==> src/rtl/shssc_pkg.sv <==
// Package for the half-step stepper speed controller.
// Transaction types, register indexes, reset values and the coil table.
// No dependencies.
package shssc_pkg;

  localparam int POSITION_BITS = 16;
  localparam int CFG_INDEX_BITS = 8;
  localparam int CFG_DATA_BITS = 12;

  localparam logic [9:0]  LOW_THRESHOLD_RST  = 10'd300;
  localparam logic [9:0]  HIGH_THRESHOLD_RST = 10'd700;
  localparam logic [11:0] IDLE_LIMIT_RST     = 12'd1000;
  localparam logic [2:0]  MAX_SPEED_RST      = 3'd5;
  localparam logic [2:0]  SPEED_INDEX_RST    = 3'd1;

  typedef enum logic [CFG_INDEX_BITS-1:0] {
    REG_LOW_THRESHOLD  = 8'd0,
    REG_HIGH_THRESHOLD = 8'd1,
    REG_IDLE_LIMIT     = 8'd2,
    REG_MAX_SPEED      = 8'd3
  } reg_index_t;

  typedef struct packed {
    logic [9:0] joy_sample;
    logic       faster_button;
    logic       slower_button;
    logic       alert_busy;
  } in_item_t;

  typedef struct packed {
    logic [3:0]         coil_pattern;
    logic signed [15:0] step_position;
    logic               moving;
    logic [2:0]         speed_level;
    logic               sped_up;
    logic               slowed_down;
    logic               idle_alert;
  } out_item_t;

  // Half-step coil drive sequence.
  function automatic logic [3:0] coil_lookup(input logic [2:0] phase);
    logic [3:0] pat;
    case (phase)
      3'd0:    pat = 4'b0001;
      3'd1:    pat = 4'b0011;
      3'd2:    pat = 4'b0010;
      3'd3:    pat = 4'b0110;
      3'd4:    pat = 4'b0100;
      3'd5:    pat = 4'b1100;
      3'd6:    pat = 4'b1000;
      3'd7:    pat = 4'b1001;
      default: pat = 4'b0001;
    endcase
    return pat;
  endfunction

endpackage

==> src/rtl/stepper_half_step_speed_controller_core.sv <==
// Top level of the half-step stepper speed controller.
// Input register, one pass of tick logic, result register.
// Depends on shssc_pkg.
//
//  channel | direction | handshake           | payload
//  in_     | input     | in_valid / in_stall | shssc_pkg::in_item_t
//  out_    | output    | out_valid/out_stall | shssc_pkg::out_item_t
//  cfg_    | input     | cfg_valid/cfg_ready | cfg_index, cfg_data
//
// One tick per cycle unless stalled; input register, then result register.
// The tick is evaluated when the input register moves into the result register.
// A stalled result register holds the input register; in_stall rises only then.
// rst_n is synchronous: state, config and valid flags return to reset values.
// cfg_ready is always high.
module stepper_half_step_speed_controller_core (
  input  logic                                clk,
  input  logic                                rst_n,
  input  logic                                in_valid,
  output logic                                in_stall,
  input  shssc_pkg::in_item_t                 in_item,
  output logic                                out_valid,
  input  logic                                out_stall,
  output shssc_pkg::out_item_t                out_item,
  input  logic                                cfg_valid,
  output logic                                cfg_ready,
  input  logic [shssc_pkg::CFG_INDEX_BITS-1:0] cfg_index,
  input  logic [shssc_pkg::CFG_DATA_BITS-1:0]  cfg_data
);

  localparam int PB = shssc_pkg::POSITION_BITS;

  // config registers
  logic [9:0]  low_thr_r, high_thr_r;
  logic [11:0] idle_limit_r;
  logic [2:0]  max_speed_r;

  // tick state
  logic [2:0]    phase_r, phase_nxt;
  logic [3:0]    prescale_r, prescale_nxt;
  logic [PB-1:0] pos_r, pos_nxt;
  logic [11:0]   idle_r, idle_nxt;
  logic [2:0]    speed_r, speed_nxt;
  logic [1:0]    last_btn_r;
  logic          primed_r;

  // pipeline
  logic                 s1_valid_r;
  shssc_pkg::in_item_t  s1_item_r;
  logic                 out_valid_r;
  shssc_pkg::out_item_t out_item_r, out_item_nxt;
  logic                 advance;

  assign advance   = s1_valid_r && (!out_valid_r || !out_stall);
  assign in_stall  = s1_valid_r && !advance;
  assign out_valid = out_valid_r;
  assign out_item  = out_item_r;
  assign cfg_ready = 1'b1;

  always_ff @(posedge clk) begin
    if (!rst_n) begin
      low_thr_r    <= shssc_pkg::LOW_THRESHOLD_RST;
      high_thr_r   <= shssc_pkg::HIGH_THRESHOLD_RST;
      idle_limit_r <= shssc_pkg::IDLE_LIMIT_RST;
      max_speed_r  <= shssc_pkg::MAX_SPEED_RST;
    end else if (cfg_valid) begin
      case (cfg_index)
        shssc_pkg::REG_LOW_THRESHOLD:  low_thr_r    <= cfg_data[9:0];
        shssc_pkg::REG_HIGH_THRESHOLD: high_thr_r   <= cfg_data[9:0];
        shssc_pkg::REG_IDLE_LIMIT:     idle_limit_r <= cfg_data[11:0];
        shssc_pkg::REG_MAX_SPEED:      max_speed_r  <= cfg_data[2:0];
        default: ;
      endcase
    end
  end

  // tick logic
  logic        fwd, rev, moving;
  logic [3:0]  pre_inc;
  logic [12:0] idle_inc;
  logic        idle_pulse;
  logic        faster_edge, slower_edge;
  logic        sped, slowed;
  logic [2:0]  speed_mid;

  always_comb begin
    fwd     = s1_item_r.joy_sample < low_thr_r;
    rev     = !fwd && (s1_item_r.joy_sample > high_thr_r);
    moving  = fwd || rev;
    pre_inc = prescale_r + 4'd1;
    idle_inc = {1'b0, idle_r} + 13'd1;

    phase_nxt    = phase_r;
    pos_nxt      = pos_r;
    prescale_nxt = prescale_r;
    idle_nxt     = idle_r;
    idle_pulse   = 1'b0;

    if (moving) begin
      prescale_nxt = pre_inc;
      if ({1'b0, pre_inc} >= ({2'b00, speed_r} + 5'd1)) begin
        if (fwd) begin
          phase_nxt = phase_r + 3'd1;
          pos_nxt   = pos_r + PB'(1);
        end else begin
          phase_nxt = phase_r - 3'd1;
          pos_nxt   = pos_r - PB'(1);
        end
        prescale_nxt = 4'd0;
      end
      idle_nxt = 12'd0;
    end else begin
      prescale_nxt = 4'd0;
      if (!s1_item_r.alert_busy) begin
        if (idle_inc >= {1'b0, idle_limit_r}) begin
          idle_pulse = 1'b1;
          idle_nxt   = 12'd0;
        end else begin
          idle_nxt = idle_inc[11:0];
        end
      end
    end

    // faster edge acts first, slower edge sees its result
    faster_edge = primed_r && s1_item_r.faster_button && !last_btn_r[1];
    slower_edge = primed_r && s1_item_r.slower_button && !last_btn_r[0];
    sped      = faster_edge && (speed_r != 3'd0);
    speed_mid = sped ? speed_r - 3'd1 : speed_r;
    slowed    = slower_edge && (speed_mid < max_speed_r);
    speed_nxt = slowed ? speed_mid + 3'd1 : speed_mid;
    if (sped || slowed) begin
      idle_nxt   = 12'd0;
      idle_pulse = 1'b0;
    end

    out_item_nxt.coil_pattern  = shssc_pkg::coil_lookup(phase_nxt);
    out_item_nxt.step_position = 16'(signed'(pos_nxt));
    out_item_nxt.moving        = moving;
    out_item_nxt.speed_level   = speed_nxt;
    out_item_nxt.sped_up       = sped;
    out_item_nxt.slowed_down   = slowed;
    out_item_nxt.idle_alert    = idle_pulse;
  end

  always_ff @(posedge clk) begin
    if (!rst_n) begin
      s1_valid_r  <= 1'b0;
      out_valid_r <= 1'b0;
      phase_r     <= 3'd0;
      prescale_r  <= 4'd0;
      pos_r       <= '0;
      idle_r      <= 12'd0;
      speed_r     <= shssc_pkg::SPEED_INDEX_RST;
      last_btn_r  <= 2'b00;
      primed_r    <= 1'b0;
    end else begin
      if (!in_stall) begin
        s1_valid_r <= in_valid;
      end
      if (advance) begin
        out_valid_r <= 1'b1;
        phase_r     <= phase_nxt;
        prescale_r  <= prescale_nxt;
        pos_r       <= pos_nxt;
        idle_r      <= idle_nxt;
        speed_r     <= speed_nxt;
        last_btn_r  <= {s1_item_r.faster_button, s1_item_r.slower_button};
        primed_r    <= 1'b1;
      end else if (!out_stall) begin
        out_valid_r <= 1'b0;
      end
    end
  end

  always_ff @(posedge clk) begin
    if (!in_stall && in_valid) begin
      s1_item_r <= in_item;
    end
    if (advance) begin
      out_item_r <= out_item_nxt;
    end
  end

  // checks
  a_no_drop: assert property (@(posedge clk) disable iff (!rst_n)
    (out_valid && out_stall) |=> out_valid)
    else $error("result dropped while stalled");

  a_stall_only_when_full: assert property (@(posedge clk) disable iff (!rst_n)
    in_stall |-> (s1_valid_r && out_valid_r && out_stall))
    else $error("input stalled without a full pipeline");

  a_alert_when_stopped: assert property (@(posedge clk) disable iff (!rst_n)
    (out_valid && out_item.idle_alert) |->
      (!out_item.moving && !out_item.sped_up && !out_item.slowed_down))
    else $error("idle alert with motion or speed change");

  a_moving_clears_idle: assert property (@(posedge clk) disable iff (!rst_n)
    (advance && moving) |=> (idle_r == 12'd0))
    else $error("idle count not cleared while moving");

  a_prescale_bound: assert property (@(posedge clk) disable iff (!rst_n)
    advance |=> ({1'b0, prescale_r} <= {2'b00, $past(speed_r)} + 5'd1))
    else $error("prescaler beyond its period");

endmodule
==> config.mk <==
export PLATFORM = sky130hd
export DESIGN_NAME = stepper_half_step_speed_controller_core
export DESIGN_NICKNAME = d
export VERILOG_FILES = /design/src/rtl/shssc_pkg.sv /design/src/rtl/stepper_half_step_speed_controller_core.sv
export SDC_FILE = /design/constraint.sdc
export NUM_CORES = 1
export LEC_CHECK = 0
export ABC_CLOCK_PERIOD_IN_PS = 4500
export BUFFER_PORTS_ARGS = -buffer_cell sky130_fd_sc_hd__buf_2
export CORE_MARGIN = 8
export CORE_UTILIZATION = 40
export CTS_CLUSTER_DIAMETER = 30
export CTS_CLUSTER_SIZE = 20
export DETAILED_ROUTE_END_ITERATION = 8
export PLACE_DENSITY = 0.62
export RECOVER_POWER = 50
export REMOVE_ABC_BUFFERS = 1
export SYNTH_ARGS = -nofsm -noshare
export SYNTH_HDL_FRONTEND = slang
export SYNTH_SLANG_ARGS = --single-unit
==> constraint.sdc <==
create_clock -name clk -period 4.5 [get_ports clk]
set_input_delay 0 -clock clk [delete_from_list [all_inputs] [get_ports clk]]
set_output_delay 0 -clock clk [all_outputs]
set_load 0.01 [all_outputs]
==> flow_metrics.py, run 1 <==
metrics = {
    "status": {
        "outcome": "finished with violations",
        "violations": "capacitance limit, slew limit",
    },
    "timing": {
        "fin_worst_hold_slack_ps": 72.8,
        "layout_worst_path_cycle_share": 0.878,
        "slew_worst_pin_ps": 2060,
        "fin_crit_ps": 3950,
        "timing.max_slew.rel_slack": -0.375,
        "fin_setup_tns_ps": 0,
        "timing.final.max_slew_violations": 40,
        "rsz_0062_raised_after_global_routing": "false",
        "timing.clock.skew_ps": 20.1,
        "worst_slack_ps": 549,
        "achievable-frequency_mhz": 253,
        "setup_viol": 0,
        "hold_violations": 0,
    },
    "cells_and_area": {
        "finalNetCount": 899,
        "final-seq-area_um2": 2760,
        "layout.filler_cells": 1585,
        "layout_cell_area_excl_fill_um2": 8060,
        "n_antenna_cell": 0,
        "multi_input_comb_area_um2": 3590,
        "area.growth.synth_to_final_pct": 20.8,
        "final_layout_size_suffix_gt1_frac": 0.120,
    },
    "routing": {
        "route.detailed.vias_per_inst": 5.11,
        "routed.top_layer": "met4",
        "routed_wirelength_um": 15100,
        "drt_drc_violations_left": 0,
        "wl_met1_um": 7290,
        "final_antenna_net_count": 0,
        "drt_pass1_iterations": 4,
        "detail_route.iter0.violations": 224,
        "detailroute.via_count": 5289,
        "drt-wirelength-per-cell_um": 14.6,
        "wl_met2_um": 6940,
        "detailroute.wirelength.met3_um": 772,
    },
    "cts": {
        "cts_tree": "yes",
        "cts.sink_count": 118,
        "cts_buffers": 17,
        "clock-root-buffer": "sky130_fd_sc_hd__clkbuf_16",
        "cts_max_path_buffers": 2,
        "cts_max_level": 4,
        "worst_skew_pair_latency_ps": 430,
        "clkSlewWorstSetupHoldPaths_ps": 50,
    },
    "global_routing": {
        "grt_pass1_vias": 5151,
        "grt_antenna_before_repair": 0,
        "grtUsageTotal": 0.145,
        "grt_max_degree": 44,
        "grt_pass1_wl_um": 25000,
        "overflow": 0,
    },
    "power": {
        "total_power_mw": 2.97,
        "pwr_density_cell_nw_per_um2": 368,
        "swShare": 0.244,
        "power_switching_uw": 724,
        "clock_power_share": 0.464,
        "ir_worst_vdd_mv": 0.303,
        "leak_pwr_nw": 3.50,
        "part_of_the_power_in_registers": 0.397,
        "cellInternalPower_mw": 2.24,
        "combPwrFrac": 0.138,
    },
    "run": {
        "max_cap_viol_count": 1,
    },
    "setup_path": {
        "worst_setup_path_endpoint": "out_item[19]",
        "endpoint_kind": "register",
        "cp_data_required_time_ps": 4640,
        "slowest_delay_ps": 480,
        "timing.setup.critical_path_class": "reg2reg",
        "timing.rr.start": "s1_item_r[12]",
        "worstReg2RegEnd": "out_item[19]",
        "start_kind": "register",
        "ff2ff_path_depth": 13,
        "setup.reg_to_reg.worst_slack_ps": 550,
        "crit_slowest_cell": "sky130_fd_sc_hd__fa_1",
        "timing.critical_path.cells": "ha_1, a21oi_1, o21ai_0, a31oi_1, nand2_2, fa_1, a211oi_1, o21ai_0, a21oi_1, o21ai_0, o41a_1, xnor2_1, o21ai_0",
        "critical_path_peak_fanout": 10,
        "crit_arrival_ps": 4090,
        "crit_path_frequent_cell": "sky130_fd_sc_hd__o21ai_0",
        "crit_path_start": "s1_item_r[12]",
    },
    "yosys": {
        "synth.most_common_cell": "sky130_fd_sc_hd__dfxtp_1",
        "synth_async_sr_flop_share": 0,
        "yosysSeqAreaShare": 0.414,
        "yosysWarnings": 0,
        "post_synth_inst_count": 702,
        "avgSynthCellArea_um2": 9.50,
        "synth_cell_types": 67,
        "synth_enable_flop_cells": 40,
        "synth_ff_type": "sky130_fd_sc_hd__dfxtp_1",
        "cell_area_after_synthesis_um2": 6670,
        "synth.area.top_cells": "sky130_fd_sc_hd__dfxtp_1 (23%), sky130_fd_sc_hd__edfxtp_1 (18%), sky130_fd_sc_hd__ha_1 (11%)",
        "synth_top_cells_by_count": "sky130_fd_sc_hd__dfxtp_1 (78), sky130_fd_sc_hd__nand2_1 (76), sky130_fd_sc_hd__nor2_1 (58)",
        "synth_seq_cells": 118,
        "yosysTopAreaCell": "sky130_fd_sc_hd__dfxtp_1",
        "synthDominantCellAreaShare": 0.234,
    },
    "floorplanning": {
        "dieHeight_um": 145,
        "boundaryPins": 68,
        "die_width_um": 145,
        "rows": 47,
        "coreArea_um2": 16500,
        "die_area_um2": 21100,
        "start_util": 0.405,
    },
    "placement": {
        "placement.io_buffers": 66,
        "detailed_place_hpwl_um": 10600,
        "preCtsSetupSlack_ps": 419,
        "globalplace.congestion": 0.833,
        "placement.cell_area_um2": 7250,
    },
    "min_path": {
        "hold_path.class": "in2reg",
    },
}
[kinds of logic (layout without fill, tap and decap cells)]
group | after synthesis | in the layout | share of synthesized area
AND/OR/NAND/NOR | 223 | 223 | 0.163
AO/OA/AOI/OAI | 158 | 158 | 0.168
flip-flops | 118 | 118 | 0.414
buffers and inverters | 78 | 191 | 0.0474
adder cells (fa/ha/maj) | 59 | 59 | 0.113
multiplexers | 35 | 35 | 0.0550
XOR/XNOR | 30 | 30 | 0.0394
other | 1 | 1 | 0.000562
[what timing repair did]
item / 4_1_cts / 5_1_grt
resized for setup: 0 / 1
endpoints found under the setup margin: 0 / 1
hold endpoints to repair: 50 / 0
hold buffers: 28 / 0
buffers inserted: 0 / 0
[cells in the final DEF, fill, tap and decap left out, types with 7 or more instances in the layout]
cell type and count:
sky130_fd_sc_hd__o31ai_1 7, sky130_fd_sc_hd__inv_1 54, sky130_fd_sc_hd__xor2_1 11, sky130_fd_sc_hd__o21ai_0 20
sky130_fd_sc_hd__nor2b_1 7, sky130_fd_sc_hd__nand2_1 75, sky130_fd_sc_hd__a21oi_1 35, sky130_fd_sc_hd__nand3_1 19
sky130_fd_sc_hd__nor3_1 11, sky130_fd_sc_hd__o211ai_1 15, sky130_fd_sc_hd__a211oi_1 15, sky130_fd_sc_hd__mux2i_1 22
sky130_fd_sc_hd__mux2_2 13, sky130_fd_sc_hd__dlygate4sd3_1 28, sky130_fd_sc_hd__clkbuf_1 38, sky130_fd_sc_hd__ha_1 57
sky130_fd_sc_hd__xnor2_1 19, sky130_fd_sc_hd__and3_1 11, sky130_fd_sc_hd__dfxtp_1 78, sky130_fd_sc_hd__nor2_1 58
sky130_fd_sc_hd__nand2b_1 15, sky130_fd_sc_hd__clkbuf_16 17, sky130_fd_sc_hd__a21o_1 11, sky130_fd_sc_hd__buf_2 36
sky130_fd_sc_hd__edfxtp_1 40
[flip-flops by register name (all words and copies together) (netlist names)]
signal        count
out_item         27
pos_r            16
s1_item_r        13
idle_limit_r     12
idle_r           12
high_thr_r       10
low_thr_r        10
prescale_r        4
max_speed_r       3
phase_r           3
speed_r           3
last_btn_r        2
out_valid         1
primed_r          1
s1_valid_r        1
[metrics by stage]
step	cells	utilization
after floorplan	680	-
after global placement	975	0.440
after detailed placement	975	0.440
after CTS	1035	0.493
after global routing	1035	0.490
final	1035	0.490
[worst min path at each step]
stage	startpoint	depth (start not counted)	endpoint	slack, ps
after global routing	cfg_index[1]	4	max_speed_r[2]	120
after global placement	in_item[5]	1	s1_item_r[5]	180
final	cfg_index[1]	4	max_speed_r[2]	70
after floorplan	rst_n	1	high_thr_r[2]	60
after CTS	cfg_index[1]	4	max_speed_r[2]	70
after detailed placement	in_item[5]	1	s1_item_r[5]	180
[worst max-delay path, delay by kind of cell, from the launching register on]
family          cells  cell delay (ps)
fa+ha+maj           2              800
xor+xnor            1              140
compound gates      9             2080
flops               1              390
simple gates        1              280
[layer usage]
metal | up-vias | global-route usage
li1 | 2730 | -
met1 | 2450 | 0.180
met2 | 103 | 0.230
met3 | 6 | 0.0417
met4 | 0 | 0.0625
met5 | - | 0
[power groups by stage]
| stage | Sequential (mW) | Clock (mW) | Combinational [mW] |
|---|---|---|---|
| after detailed placement | 1.20 | 0 | 0.399 |
| after floorplan | 1.21 | 0 | 0.263 |
| after global routing | 1.18 | 1.46 | 0.462 |
| final | 1.18 | 1.38 | 0.410 |
| after global placement | 1.20 | 0 | 0.398 |
| after CTS | 1.18 | 1.41 | 0.420 |
[final cells by class]
type,count,area share
timing repair buffer,103,0.0776
sequential,118,0.343
clock buffer,21,0.0546
clock inverter,11,0.0194
inverter,56,0.0264
tap,220,0.0341
multi-input combinational,506,0.445
(Power assumes the default switching activity.)
==> run 2: changes to the inputs <==
--- a/config.mk
+++ b/config.mk
@@ -8,12 +8,12 @@
 export ABC_CLOCK_PERIOD_IN_PS = 4500
 export BUFFER_PORTS_ARGS = -buffer_cell sky130_fd_sc_hd__buf_2
 export CORE_MARGIN = 8
-export CORE_UTILIZATION = 40
+export CORE_UTILIZATION = 30
 export CTS_CLUSTER_DIAMETER = 30
 export CTS_CLUSTER_SIZE = 20
 export DETAILED_ROUTE_END_ITERATION = 8
-export PLACE_DENSITY = 0.62
-export RECOVER_POWER = 50
+export PLACE_DENSITY = 0.5
+export RECOVER_POWER = 25
 export REMOVE_ABC_BUFFERS = 1
 export SYNTH_ARGS = -nofsm -noshare
 export SYNTH_HDL_FRONTEND = slang
==> run 2 against run 1 <==
Compared with the run above: the run now ends clean; die area up 29%; non-clock buffer count is 5 higher; maximum frequency decreased by 0.16%; design area grew 1.8%; core utilization fell by 11 points; sequential cell count is the same; wire length rose by 9.2%; global-route usage shrank 2.0 points; sequential share of layout area shrank 0.62 points.
==> flow_metrics.py, run 2 (synthesis gave the netlist of run 1 again) <==
metrics = {
    "setup_path": {
        "start_kind": "register",
        "ff2ff_path_depth": 14,
        "timing.setup.critical_path_class": "reg2reg",
        "endpoint_kind": "register",
        "cp_data_required_time_ps": 4650,
        "critical_path_peak_fanout": 9,
        "crit_arrival_ps": 4110,
    },
    "cts": {
        "clkSlewWorstSetupHoldPaths_ps": 50,
        "clock-root-buffer": "sky130_fd_sc_hd__clkbuf_16",
        "cts_buffers": 17,
        "cts_tree": "yes",
        "cts.sink_count": 118,
        "cts_max_path_buffers": 2,
        "worst_skew_pair_latency_ps": 410,
        "cts_max_level": 4,
        "post_cts_resize_count": 0,
    },
    "timing": {
        "worst_slack_ps": 543,
        "rsz_0062_raised_after_global_routing": "false",
        "timing.clock.skew_ps": 8.69,
        "timing.final.max_slew_violations": 0,
        "hold_violations": 0,
        "achievable-frequency_mhz": 253,
        "fin_crit_ps": 3960,
        "fin_setup_tns_ps": 0,
        "timing.max_slew.rel_slack": 0.266,
        "slew_worst_pin_ps": 1100,
        "setup_viol": 0,
        "layout_worst_path_cycle_share": 0.879,
    },
    "status": {
        "outcome": "finished clean",
    },
    "min_path": {
        "hold-path-cell-count": 4,
        "hold_path.class": "in2reg",
    },
    "routing": {
        "drt_drc_violations_left": 0,
        "final_antenna_net_count": 0,
        "detailroute.via_count": 5240,
        "detail_route.iter0.violations": 263,
        "route.detailed.vias_per_inst": 4.76,
        "routed_wirelength_um": 16500,
        "drt_pass1_iterations": 4,
        "drt-wirelength-per-cell_um": 15.0,
    },
    "power": {
        "ir_worst_vdd_mv": 0.235,
        "pwr_density_cell_nw_per_um2": 369,
        "leak_pwr_nw": 3.51,
    },
    "floorplanning": {
        "die_width_um": 165,
        "start_util": 0.306,
        "boundaryPins": 68,
        "die_area_um2": 27300,
        "coreArea_um2": 21800,
        "dieHeight_um": 165,
        "rows": 54,
    },
    "global_routing": {
        "overflow": 0,
        "grtUsageTotal": 0.124,
        "grt_max_degree": 28,
        "grt_pass1_wl_um": 26700,
        "grt_antenna_before_repair": 0,
        "grt_pass1_vias": 5160,
    },
    "cells_and_area": {
        "layout.filler_cells": 2216,
        "n_antenna_cell": 0,
        "final_common_cell": "sky130_fd_sc_hd__dfxtp_1",
        "area.growth.synth_to_final_pct": 23.1,
        "final_layout_size_suffix_gt1_frac": 0.121,
        "largest_reg_flops": 27,
        "leading_cell_types_in_the_layout_fill_and_taps_excluded": "sky130_fd_sc_hd__dfxtp_1 (78), sky130_fd_sc_hd__nand2_1 (76), sky130_fd_sc_hd__nor2_1 (58)",
        "finalNetCount": 904,
    },
    "placement": {
        "placement.io_buffers": 66,
        "detailed_place_hpwl_um": 11800,
        "globalplace.congestion": 0.776,
        "preCtsSetupSlack_ps": 526,
    },
    "run": {
        "max_cap_viol_count": 0,
    },
}
-- run 2: layer usage --
layer / global-route usage / part of all wire / routed length (um) / up-vias
li1: - / - / - / 2740
met3: 0.0243 / 0.030 / 495 / 14
met1: 0.162 / 0.50 / 8190 / 2417
met2: 0.203 / 0.46 / 7650 / 69
met5: 0 / 0 / 0 / -
met4: 0.0418 / 0.011 / 178 / 0
-- run 2: repair_timing --
item	CTS	global route
hold buffers	30	0
setup buffers	0	0
endpoints found under the setup margin	0	0
endpoints found under the hold margin	50	0
-- run 2: where the power goes --
part           leakage, nW  total [mW]  internal, mW  switching, mW
Clock                0.303        1.43         0.932          0.502
Combinational         2.20       0.421         0.175          0.246
Sequential            1.02        1.18          1.15         0.0241
-- run 2: worst paths after layout --
| check | slack (ps) | startpoint | endpoint |
|---|---|---|---|
| worst max-delay path | 540 | s1_item_r[12] | out_item[22] |
| worst min-delay path | 110 | cfg_index[1] | max_speed_r[2] |
| worst max register to register | 540 | s1_item_r[12] | out_item[22] |
| worst min register to register | 460 | last_btn_r[0] | last_btn_r[0] |
-- run 2: layout make-up --
class	instances	area, um^2	area share
Inverter	56	213	0.0259
Tap cell	280	350	0.0427
Clock inverter	11	144	0.0175
Sequential cell	118	2760	0.336
Timing Repair Buffer	108	667	0.0812
Multi-Input combinational cell	506	3590	0.438
Clock buffer	21	482	0.0587
-- run 2: through the flow --
step | total power [mW] | std cells | hold WS, ps | utilization | instance area, um^2
2_1_floorplan | 1.47 | 680 | 61.9 | - | 6570
3_3_place_gp | 1.61 | 1038 | 180 | 0.336 | 7340
3_5_place_dp | 1.61 | 1038 | 178 | 0.336 | 7340
4_1_cts | 3.08 | 1100 | 95.4 | 0.379 | 8260
5_1_grt | 3.15 | 1100 | 139 | 0.376 | 8210
6_report | 3.03 | 1100 | 109 | 0.376 | 8210
-- run 2: worst max-delay path: stages, from the launching register on --
cell	delay, ps
sky130_fd_sc_hd__edfxtp_1	410
sky130_fd_sc_hd__ha_1	330
sky130_fd_sc_hd__a21oi_1	140
sky130_fd_sc_hd__o21ai_0	120
sky130_fd_sc_hd__a31oi_1	390
sky130_fd_sc_hd__nand2_1	220
sky130_fd_sc_hd__buf_4	230
sky130_fd_sc_hd__ha_1	340
sky130_fd_sc_hd__a21oi_1	180
sky130_fd_sc_hd__nand2b_1	190
sky130_fd_sc_hd__o21a_1	180
sky130_fd_sc_hd__a31oi_1	150
sky130_fd_sc_hd__a211oi_1	450
sky130_fd_sc_hd__mux2i_1	280
sky130_fd_sc_hd__xor2_1	90
